**src/rtl/spem_cell.sv**
```systemverilog
`timescale 1ns / 1ps
// ----------------------------------------------------------------------------
// spem_cell
// One directory entry (type code and offset) in the rotating ring; loads
// the neighbor's entry on every shift.
// ----------------------------------------------------------------------------
module spem_cell #(
  parameter int OW = 13
) (
  input  logic          clk,
  input  logic          rst_n,
  input  logic          shift,
  input  logic [7:0]    in_type,
  input  logic [OW-1:0] in_off,
  output logic [7:0]    type_q,
  output logic [OW-1:0] off_q
);

  logic [7:0]    type_r;
  logic [OW-1:0] off_r;

  always_ff @(posedge clk) begin
    if (!rst_n) begin
      type_r <= '0;
      off_r  <= '0;
    end else if (shift) begin
      type_r <= in_type;
      off_r  <= in_off;
    end
  end

  assign type_q = type_r;
  assign off_q  = off_r;

endmodule

```
**config.mk**
```make
export PLATFORM = sky130hd
export DESIGN_NAME = spem_cell
export DESIGN_NICKNAME = d
export VERILOG_FILES = /design/src/rtl/spem_cell.sv
export SDC_FILE = /design/constraint.sdc
export NUM_CORES = 1
export LEC_CHECK = 0
export BUFFER_PORTS_ARGS = -buffer_cell sky130_fd_sc_hd__buf_2
export CAP_MARGIN = 25
export CELL_PAD_IN_SITES_DETAIL_PLACEMENT = 1
export CELL_PAD_IN_SITES_GLOBAL_PLACEMENT = 2
export CORE_MARGIN = 5
export CORE_UTILIZATION = 27
export DETAILED_ROUTE_END_ITERATION = 12
export HOLD_SLACK_MARGIN = 0.06
export PLACE_DENSITY_LB_ADDON = 0.1
export SETUP_SLACK_MARGIN = 0.3
export SLEW_MARGIN = 10
export SYNTH_ARGS = -nofsm -noshare
export SYNTH_HDL_FRONTEND = slang
export SYNTH_SLANG_ARGS = --single-unit
```
**constraint.sdc**
```tcl
create_clock -name clk -period 1.45 [get_ports clk]
set_input_delay 0.29 -clock clk [delete_from_list [all_inputs] [get_ports clk]]
set_output_delay 0.29 -clock clk [all_outputs]
set_load 0.1 [all_outputs]
```
==> run metrics, run 1 <==
most common library cell in the layout ignoring fill and taps buf_2; Longest Clk Path Bufs 2; multiplexer share of the synthesized area 0.256; Synth Area in XOR/XNOR 0; WP buf/inv 1; syn_nets just over 90; worst stage delay on the critical path 380 ps; Simple-Gate Fraction of Synth Area 0.160; Slew @ Worst Pin roughly 300 ps; # clock sinks 21; setup bufs post-CTS 0; Root Buffer Master clkbuf_4; startpoint types register; # rows 20; H-tree depth 1; Max Cap Violations 0; most frequent cells in the layout 23 x buf_2, 22 x buf_12, 21 x mux2i_1, 21 x nor2b_1, 21 x dfxtp_2; Post-Syn Area between 800 and 900 µm²; DRT iter0 DRCs 6; Core ar. between 2000 and 3000 µm²; reg-to-reg startpoint off_q[7]; Syn Area/Cell ~12 µm²; post-route ant nets 0; final wirelength ~2000 µm; Crit. End Element output port; CTS buffer count 3; largest family of logic cells by synthesized area multiplexers; DP HPWL 1360 µm; wire per inst 13.6 µm; final setup vio count 0; Layout Cells excl Fill ~150; total number of vias between 600 and 700; DR pass1 iterations 2; Clock transition at path regs approximately 120 ps; Max VDD drop approximately 470 µV; Worst Path Required 1160 ps; critical path arrival around 850 ps; static leakage roughly 0.64 nW; Nets between 100 and 150; share of layout cells above drive strength 1 0.616; largest net degree at the start of global routing 22; outcome finished, final reports clean; CP max FO 2; Final Max Tran Viols 0; I/O pin count between 40 and 50; total power 1.44 mW; # placed instances about 140; cell family with most CP delay flip-flops; Synth Warn # 0; Total GRT Usage 0.0971; post-route minimum period 1140 ps; Cells after Synth 68; Slowest cell on crit path dfxtp_2; Die Y between 60 and 70 µm; post-synthesis compound-gate area fraction 0; Area Growth Syn to Fin 72.0%; max frequency about 900 MHz; routability cong. 0.654; Yosys reg bits 21; initial core utilization 0.276; DRC Markers 0; port bufs between 40 and 50; Vias per Instance about 4.3; CTS tree done; Register Area approximately 450 µm²; Area after DPL 1070 µm²; worst rel slew slack 0.800; Clock Skew 0 ps; Die Span X ~65 µm; area of the multi-input gates 342 µm²; Worst Hold Launch in_off[12]; crit path from off_q[7]; latest clock arrival within the worst-skew pair about 290 ps; synth unique cells 6; hold crit path type primary input to register; final hold vios 0; Tcrit/Tclk final 0.786; design area around 1400 µm²; ANT cells 0; RSZ-0062 raised after global routing true; initial antenna violation count 0; GR Overflow Total 0; TNS Setup 0 ps; Setup CP Type register to output port; global-route wire length before repair ~3100 µm; CTS Hold Bufs 0; adder-cell area share of the yosys netlist 0; CP Cell Sequence buf_12; Fill cells roughly 320; die area approximately 4200 µm²; sequential area share after synthesis 0.512; PD cells about 1000 nW/µm²; vias in the first global route slightly below 700
where the power goes:
group          internal (mW)  switching (mW)
Sequential             0.619          0.0356
Clock                  0.107           0.173
Combinational          0.197           0.313
Total                  0.923           0.521
metal layers:
metal,global-route usage,up-vias,share of wire
met5,0,-,0
li1,-,309,-
met2,0.179,17,0.55
met4,0.0389,0,0.0086
met1,0.103,293,0.38
met3,0.0291,2,0.061
synthesized netlist by cell type:
cell type / instances / area (µm²)
dfxtp_1: 21 / 420
mux2i_1: 21 / 210
buf_6: 1 / 11.3
buf_12: 2 / 40.0
nor2b_1: 21 / 131
clkbuf_1: 2 / 7.51
registers in the layout, indices dropped and copies added (netlist names):
register / cells
off_q: 13
type_q: 8
area by class of cell:
type / instances / share of cell area
repair buffers: 45 / 0.394
clock buffers: 4 / 0.0186
multi-input cells: 42 / 0.242
well taps: 33 / 0.0293
flip-flops and latches: 21 / 0.316
kinds of logic (layout without fill, tap and decap cells):
kind of cell,count (synthesis),in the layout
AND/OR/NAND/NOR,21,21
buffers and inverters,5,49
flip-flops,21,21
multiplexers,21,21
path summary, 6_finish.rpt:
path,end,slack [ps],cells past startpoint
min,off_q[12],250,3
max,off_q[7],310,1
min reg2reg,off_q[6],550,2
max reg2reg,off_q[7],800,2
per-stage QoR:
stage / hold WS, ps / util / setup slack [ps]
detailed placement: 491 / 0.359 / 432
floorplan: 418 / - / 507
global placement: 481 / 0.359 / 435
global route: 249 / 0.474 / 274
CTS: 238 / 0.467 / 294
finish: 248 / 0.474 / 311
repair_timing:
item	CTS	global route
endpoints found under the setup margin	21	21
endpoints found under the hold margin	0	0
gates resized for setup	80	4
Note: power is estimated with default switching activity, not from simulation.
==> run 2, diff against run 1 <==
- ABC_AREA: not set -> 1
- CORE_UTILIZATION: 27 -> 21
- clock period: 1.45 -> 1.08 ns (I/O delays scaled with it)
==> run 2 against run 1 <==
  * Sequential share of layout area increased by 0.43 points
  * Largest power group unchanged
  * Setup slack got worse by 250 ps
  * Die area up 32%
  * Sequential power rose by 33%
  * Combinational power up 55%
  * Clock-buffer cell count is the same
  * Worst hold slack got worse by 16 ps
  * Clock power grew 87%
  * Largest cell class unchanged
==> run metrics, run 2 <==
outcome finished, final reports clean (unchanged); Vias per Instance 3.89 (was 4.28); GR Overflow Total 0 (unchanged); design area 1560 µm² (was 1410 µm²); cell family with most CP delay flip-flops (unchanged); FF-to-FF path depth 2 (unchanged); RSZ-0062 raised after global routing true (unchanged); crit path from off_q[5] (was off_q[7]); Final Max Tran Viols 0 (unchanged); CTS Hold Bufs 0 (unchanged); initial antenna violation count 0 (unchanged); Die Span X 75.0 µm (was 65.1 µm); total number of vias 876 (was 621); hold crit path type primary input to register (unchanged); Worst Path Required 860 ps (was 1160 ps); global-route wire length before repair 3590 µm (was 3120 µm); WP buf/inv 1 (unchanged); share of layout cells above drive strength 1 0.394 (was 0.616); critical path arrival 800 ps (was 850 ps); Die Y 75.0 µm (was 65.1 µm); final hold vios 0 (unchanged); port bufs 44 (unchanged); Total GRT Usage 0.0852 (was 0.0971); Area after DPL 1510 µm² (was 1070 µm²); Slowest cell on crit path dfxtp_4 (was dfxtp_2); Clock Skew 0 ps (unchanged); I/O pin count 45 (unchanged); DRC Markers 0 (unchanged); CP Cell Sequence buf_12 (unchanged); CTS buffer count 3 (unchanged); Synth Warn # 0 (unchanged); Reg2Reg Capture Point type_q[5] (was off_q[7]); Post-CTS Resized 0 (was 80); final wirelength 2240 µm (was 1980 µm); DRT iter0 DRCs 23 (was 6); Crit. End Element output port (unchanged); die area 5620 µm² (was 4240 µm²); max frequency roughly 980 MHz; library cell with the largest summed area after synthesis dfxtp_1 (unchanged); # clock sinks 21 (unchanged); Clock transition at path regs 80 ps (was 120 ps); startpoint types register (unchanged); PD cells 1410 nW/µm² (was 1020 nW/µm²); Tcrit/Tclk final 0.940; reg-to-reg startpoint type_q[5] (was off_q[7]); crit path to off_q[5] (was off_q[7]); ys async rst share 0 (unchanged); Register Area 499 µm² (was 447 µm²); Max Cap Violations 0 (unchanged); Core ar. 4060 µm² (was 2980 µm²); Yosys reg bits 21 (unchanged); synth unique cells 6 (unchanged); # rows 23 (was 20); Slew @ Worst Pin 390 ps (was 300 ps); Max VDD drop 442 µV (was 469 µV); worst stage delay on the critical path 370 ps (was 380 ps); latest clock arrival within the worst-skew pair 260 ps (was 290 ps); Setup CP Type register to output port (unchanged); Main synth FF type dfxtp_1 (unchanged); Longest Clk Path Bufs 2 (unchanged); H-tree depth 1 (unchanged); syn_nets 157 (was 92); TNS Setup 0 ps (unchanged); Post-Syn Area 886 µm² (was 821 µm²); CTS tree done (unchanged); EDFF count, synth 0 (unchanged); static leakage 0.799 nW (was 0.635 nW); post-route minimum period slightly above 1000 ps; Area Growth Syn to Fin 75.7% (was 72.0%); synth top area cells dfxtp_1 47%, nand2_1 18%, nor2_1 18%, inv_1 8.9%, buf_6 6.4% (was dfxtp_1 51%, mux2i_1 26%, nor2b_1 16%, buf_12 4.9%, buf_6 1.4%); largest net degree at the start of global routing 43 (was 22); Syn Area/Cell 6.66 µm² (was 12.1 µm²); most frequent cells in the layout 42 x nor2_1, 42 x nand2_1, 23 x buf_2, 22 x buf_12 (was 23 x buf_2, 22 x buf_12, 21 x mux2i_1, 21 x nor2b_1, 21 x dfxtp_2); Levels on crit path 1 (unchanged); post-route ant nets 0 (unchanged); DR pass1 iterations 4 (was 2); CP max FO 2 (unchanged); top cell type's share of synthesized area 0.475 (was 0.512); area of the multi-input gates 315 µm² (was 342 µm²); final setup vio count 0 (unchanged); r2r setup slk 480 ps (was 800 ps); wire per inst 9.95 µm (was 13.6 µm); setup bufs post-CTS 0 (unchanged); ANT cells 0 (unchanged); sequential area share after synthesis 0.475 (was 0.512); max reg flops 13 (unchanged); worst rel slew slack 0.740 (was 0.800); Root Buffer Master clkbuf_8 (was clkbuf_4); Cells after Synth 133 (was 68); vias in the first global route 849 (was 679); Synth top cells by count 42 x nand2_1, 42 x nor2_1, 21 x dfxtp_1, 21 x inv_1, 5 x buf_6 (was 21 x dfxtp_1, 21 x mux2i_1, 21 x nor2b_1, 2 x buf_12, 2 x clkbuf_1); Nets 200 (was 137); initial core utilization 0.218 (was 0.276); DP HPWL 1670 µm (was 1360 µm); Fill cells 511 (was 322); routability cong. 0.680 (was 0.654)
==> run 2: worst min-delay path by stage <==
stage	slack, ps	from	depth (start not counted)	to
after floorplan	330	rst_n	2	type_q[5]
after global placement	480	type_q[3]	2	type_q[3]
after detailed placement	500	off_q[6]	2	off_q[6]
after CTS	220	in_type[6]	5	type_q[6]
after global routing	240	in_off[1]	5	off_q[1]
final	230	in_off[6]	5	off_q[6]
==> run 2: cell families after synthesis <==
| family | Yosys count | synth area share |
|---|---|---|
| AND/OR/NAND/NOR | 84 | 0.356 |
| buffers and inverters | 28 | 0.169 |
| flip-flops | 21 | 0.475 |
==> run 2: worst reg2reg max path, cell delays in order (launching register included) <==
cell	delay, ps
dfxtp_4	360
nor2_1	100
nor2_1	50
==> run 2: cell type report <==
type,instances,area share
clock buffers,4,0.0289
inverters,21,0.0506
multi-input cells,84,0.203
flip-flops and latches,21,0.321
well taps,50,0.0402
repair buffers,45,0.357
==> run 2: per-stage QoR <==
| step | hold slack, ps | cells | power [mW] | util | setup slack, ps |
|---|---|---|---|---|---|
| CTS | 224 | 225 | 2.25 | 0.384 | 44.8 |
| global route | 240 | 225 | 2.32 | 0.384 | 27.6 |
| finish | 232 | 225 | 2.19 | 0.384 | 64.3 |
| global placement | 484 | 221 | 1.69 | 0.372 | 244 |
| floorplan | 327 | 133 | 1.39 | - | 331 |
| detailed placement | 496 | 221 | 1.70 | 0.372 | 216 |
==> run 2: routing by layer <==
metal / up-vias / share of wire / GRT usage
met5: - / 0 / 0
met1: 391 / 0.39 / 0.0944
li1: 456 / - / -
met4: 0 / 0.020 / 0.0474
met3: 5 / 0.068 / 0.0240
met2: 24 / 0.52 / 0.146
==> run 2: timing repair <==
| item | 4_1_cts | 5_1_grt |
|---|---|---|
| pin swaps | 0 | 0 |
| cloned | 0 | 0 |
| setup endpoints to repair | 21 | 21 |
==> run 2: where the power goes <==
part	total [mW]	leakage (nW)	internal, mW	switching, mW
registers	0.873	0.187	0.816	0.0566
clock network	0.523	0.0228	0.263	0.260
logic	0.793	0.589	0.284	0.510
==> run 3, diff against run 2 <==
- ABC_CLOCK_PERIOD_IN_PS: not set -> 1080
- CORE_ASPECT_RATIO: not set -> 2
==> run 3 against run 2 <==
  * Clock power decreased by 3%
  * Maximum frequency increased by 0.74%
  * Global-route usage decreased by 0.12 points
  * Critical endpoint is now off_q[8]
  * Critical path depth unchanged
==> run metrics, run 3 (synthesized netlist as in run 2, its figures left out) <==
outcome finished, final reports clean (unchanged); Worst Path Required 860 ps (about the same); Root Buffer Master clkbuf_8 (unchanged); critical path arrival 790 ps (was 800 ps); CTS buffer count 3 (unchanged); final wirelength 2210 µm (was 2240 µm); DP HPWL 1690 µm (was 1670 µm); DRT iter0 DRCs 17 (was 23); initial core utilization 0.217 (was 0.218); Max Cap Violations 0 (unchanged); area of the multi-input gates 315 µm² (unchanged); GR Overflow Total 0 (unchanged); Crit. End Element output port (unchanged); initial antenna violation count 0 (unchanged); Longest Clk Path Bufs 2 (unchanged); die area 5700 µm² (was 5620 µm²); max reg flops 13 (unchanged); r2r setup slk 480 ps (about the same); Clock transition at path regs 80 ps (about the same); Core ar. 4090 µm² (was 4060 µm²); port bufs 44 (unchanged); hold crit path type primary input to register (unchanged); startpoint types register (unchanged); worst rel slew slack 0.733 (was 0.740); ANT cells 0 (unchanged); routability cong. 0.627 (was 0.680); # rows 33 (was 23); DRC Markers 0 (unchanged); CP Cell Sequence buf_12 (unchanged); max frequency 992 MHz (was 985 MHz); final setup vio count 0 (unchanged); Area Growth Syn to Fin 76.1% (was 75.7%); Max VDD drop 742 µV (was 442 µV); CP max FO 2 (unchanged); WP buf/inv 1 (unchanged); I/O pin count 45 (unchanged); Slowest cell on crit path dfxtp_4 (unchanged); vias in the first global route 932 (was 849); Slew @ Worst Pin 400 ps (was 390 ps); largest net degree at the start of global routing 43 (unchanged); Die Span X 55.9 µm (was 75.0 µm); cell family with most CP delay flip-flops (unchanged); final hold vios 0 (unchanged); wire per inst 9.71 µm (was 9.95 µm); Vias per Instance 3.80 (was 3.89); most frequent cells in the layout 42 x nor2_1, 42 x nand2_1, 23 x buf_2, 22 x buf_12 (unchanged); Clock Skew 0 ps (unchanged); TNS Setup 0 ps (unchanged); CTS tree done (unchanged); static leakage 0.802 nW (was 0.799 nW); PD cells 1390 nW/µm² (was 1410 nW/µm²); # placed instances 223 (was 221); RSZ-0062 raised after global routing true (unchanged); Register Area 499 µm² (unchanged); Tcrit/Tclk final 0.934 (was 0.940); Nets 200 (unchanged); share of layout cells above drive strength 1 0.400 (was 0.394); Final Max Tran Viols 0 (unchanged); fin util 0.382 (was 0.384); total number of vias 862 (was 876); # clock sinks 21 (unchanged); Die Y 102 µm (was 75.0 µm); Setup CP Type register to output port (unchanged); post-route minimum period 1010 ps (was 1020 ps); post-route ant nets 0 (unchanged); H-tree depth 1 (unchanged); DR pass1 iterations 4 (unchanged); Layout Cells excl Fill 227 (was 225); Total GRT Usage 0.0840 (was 0.0852); Fill cells 506 (was 511); latest clock arrival within the worst-skew pair 250 ps (was 260 ps); setup bufs post-CTS 0 (unchanged); global-route wire length before repair 3860 µm (was 3590 µm); worst stage delay on the critical path 370 ps (about the same)
==> run 3: cell types whose count changed in the layout (fill, tap and decap cells not counted) <==
cell | before | now
clkbuf_1 | 1 | 0
clkinv_2 | 0 | 1
==> run 3: worst paths after layout <==
kind | start | end | depth (start not counted)
max | off_q[8] | off_q[8] | 1
min | in_off[6] | off_q[6] | 5
max reg2reg | type_q[6] | type_q[6] | 2
min reg2reg | type_q[4] | type_q[4] | 2
==> run 3: layer usage <==
metal	up-vias	GRT usage	part of all wire
li1	455	-	-
met1	377	0.0779	0.36
met2	28	0.155	0.53
met3	2	0.0316	0.084
met4	0	0.0494	0.017
met5	-	0	0
==> run 3: metrics by stage <==
stage | power, mW | cell area (µm²) | hold WS (ps) | worst slack, ps
4_1_cts | 2.23 | 1560 | 228 | 49.9
6_report | 2.17 | 1560 | 235 | 71.8
3_3_place_gp | 1.69 | 1510 | 486 | 246
5_1_grt | 2.30 | 1560 | 241 | 38.0
3_5_place_dp | 1.70 | 1510 | 495 | 227
2_1_floorplan | 1.39 | 965 | 327 | 331
==> run 3: timing repair <==
| action | 4_1_cts | 5_1_grt |
|---|---|---|
| setup endpoints to repair | 21 | 21 |
| hold buffers | 0 | 0 |
| resized for setup | 0 | 0 |
==> run 3: layout make-up <==
cell class	count	share of cell area
Sequential cell	21	0.320
Clock buffer	3	0.0265
Inverter	21	0.0505
Clock inverter	1	0.00321
Multi-Input combinational cell	84	0.202
Tap cell	52	0.0417
Timing Repair Buffer	45	0.356
==> run 3: power breakdown <==
group / total, mW / switching (mW) / internal, mW / leakage (nW)
Clock: 0.508 / 0.252 / 0.257 / 0.0255
Sequential: 0.872 / 0.0563 / 0.816 / 0.187
Combinational: 0.794 / 0.510 / 0.284 / 0.589
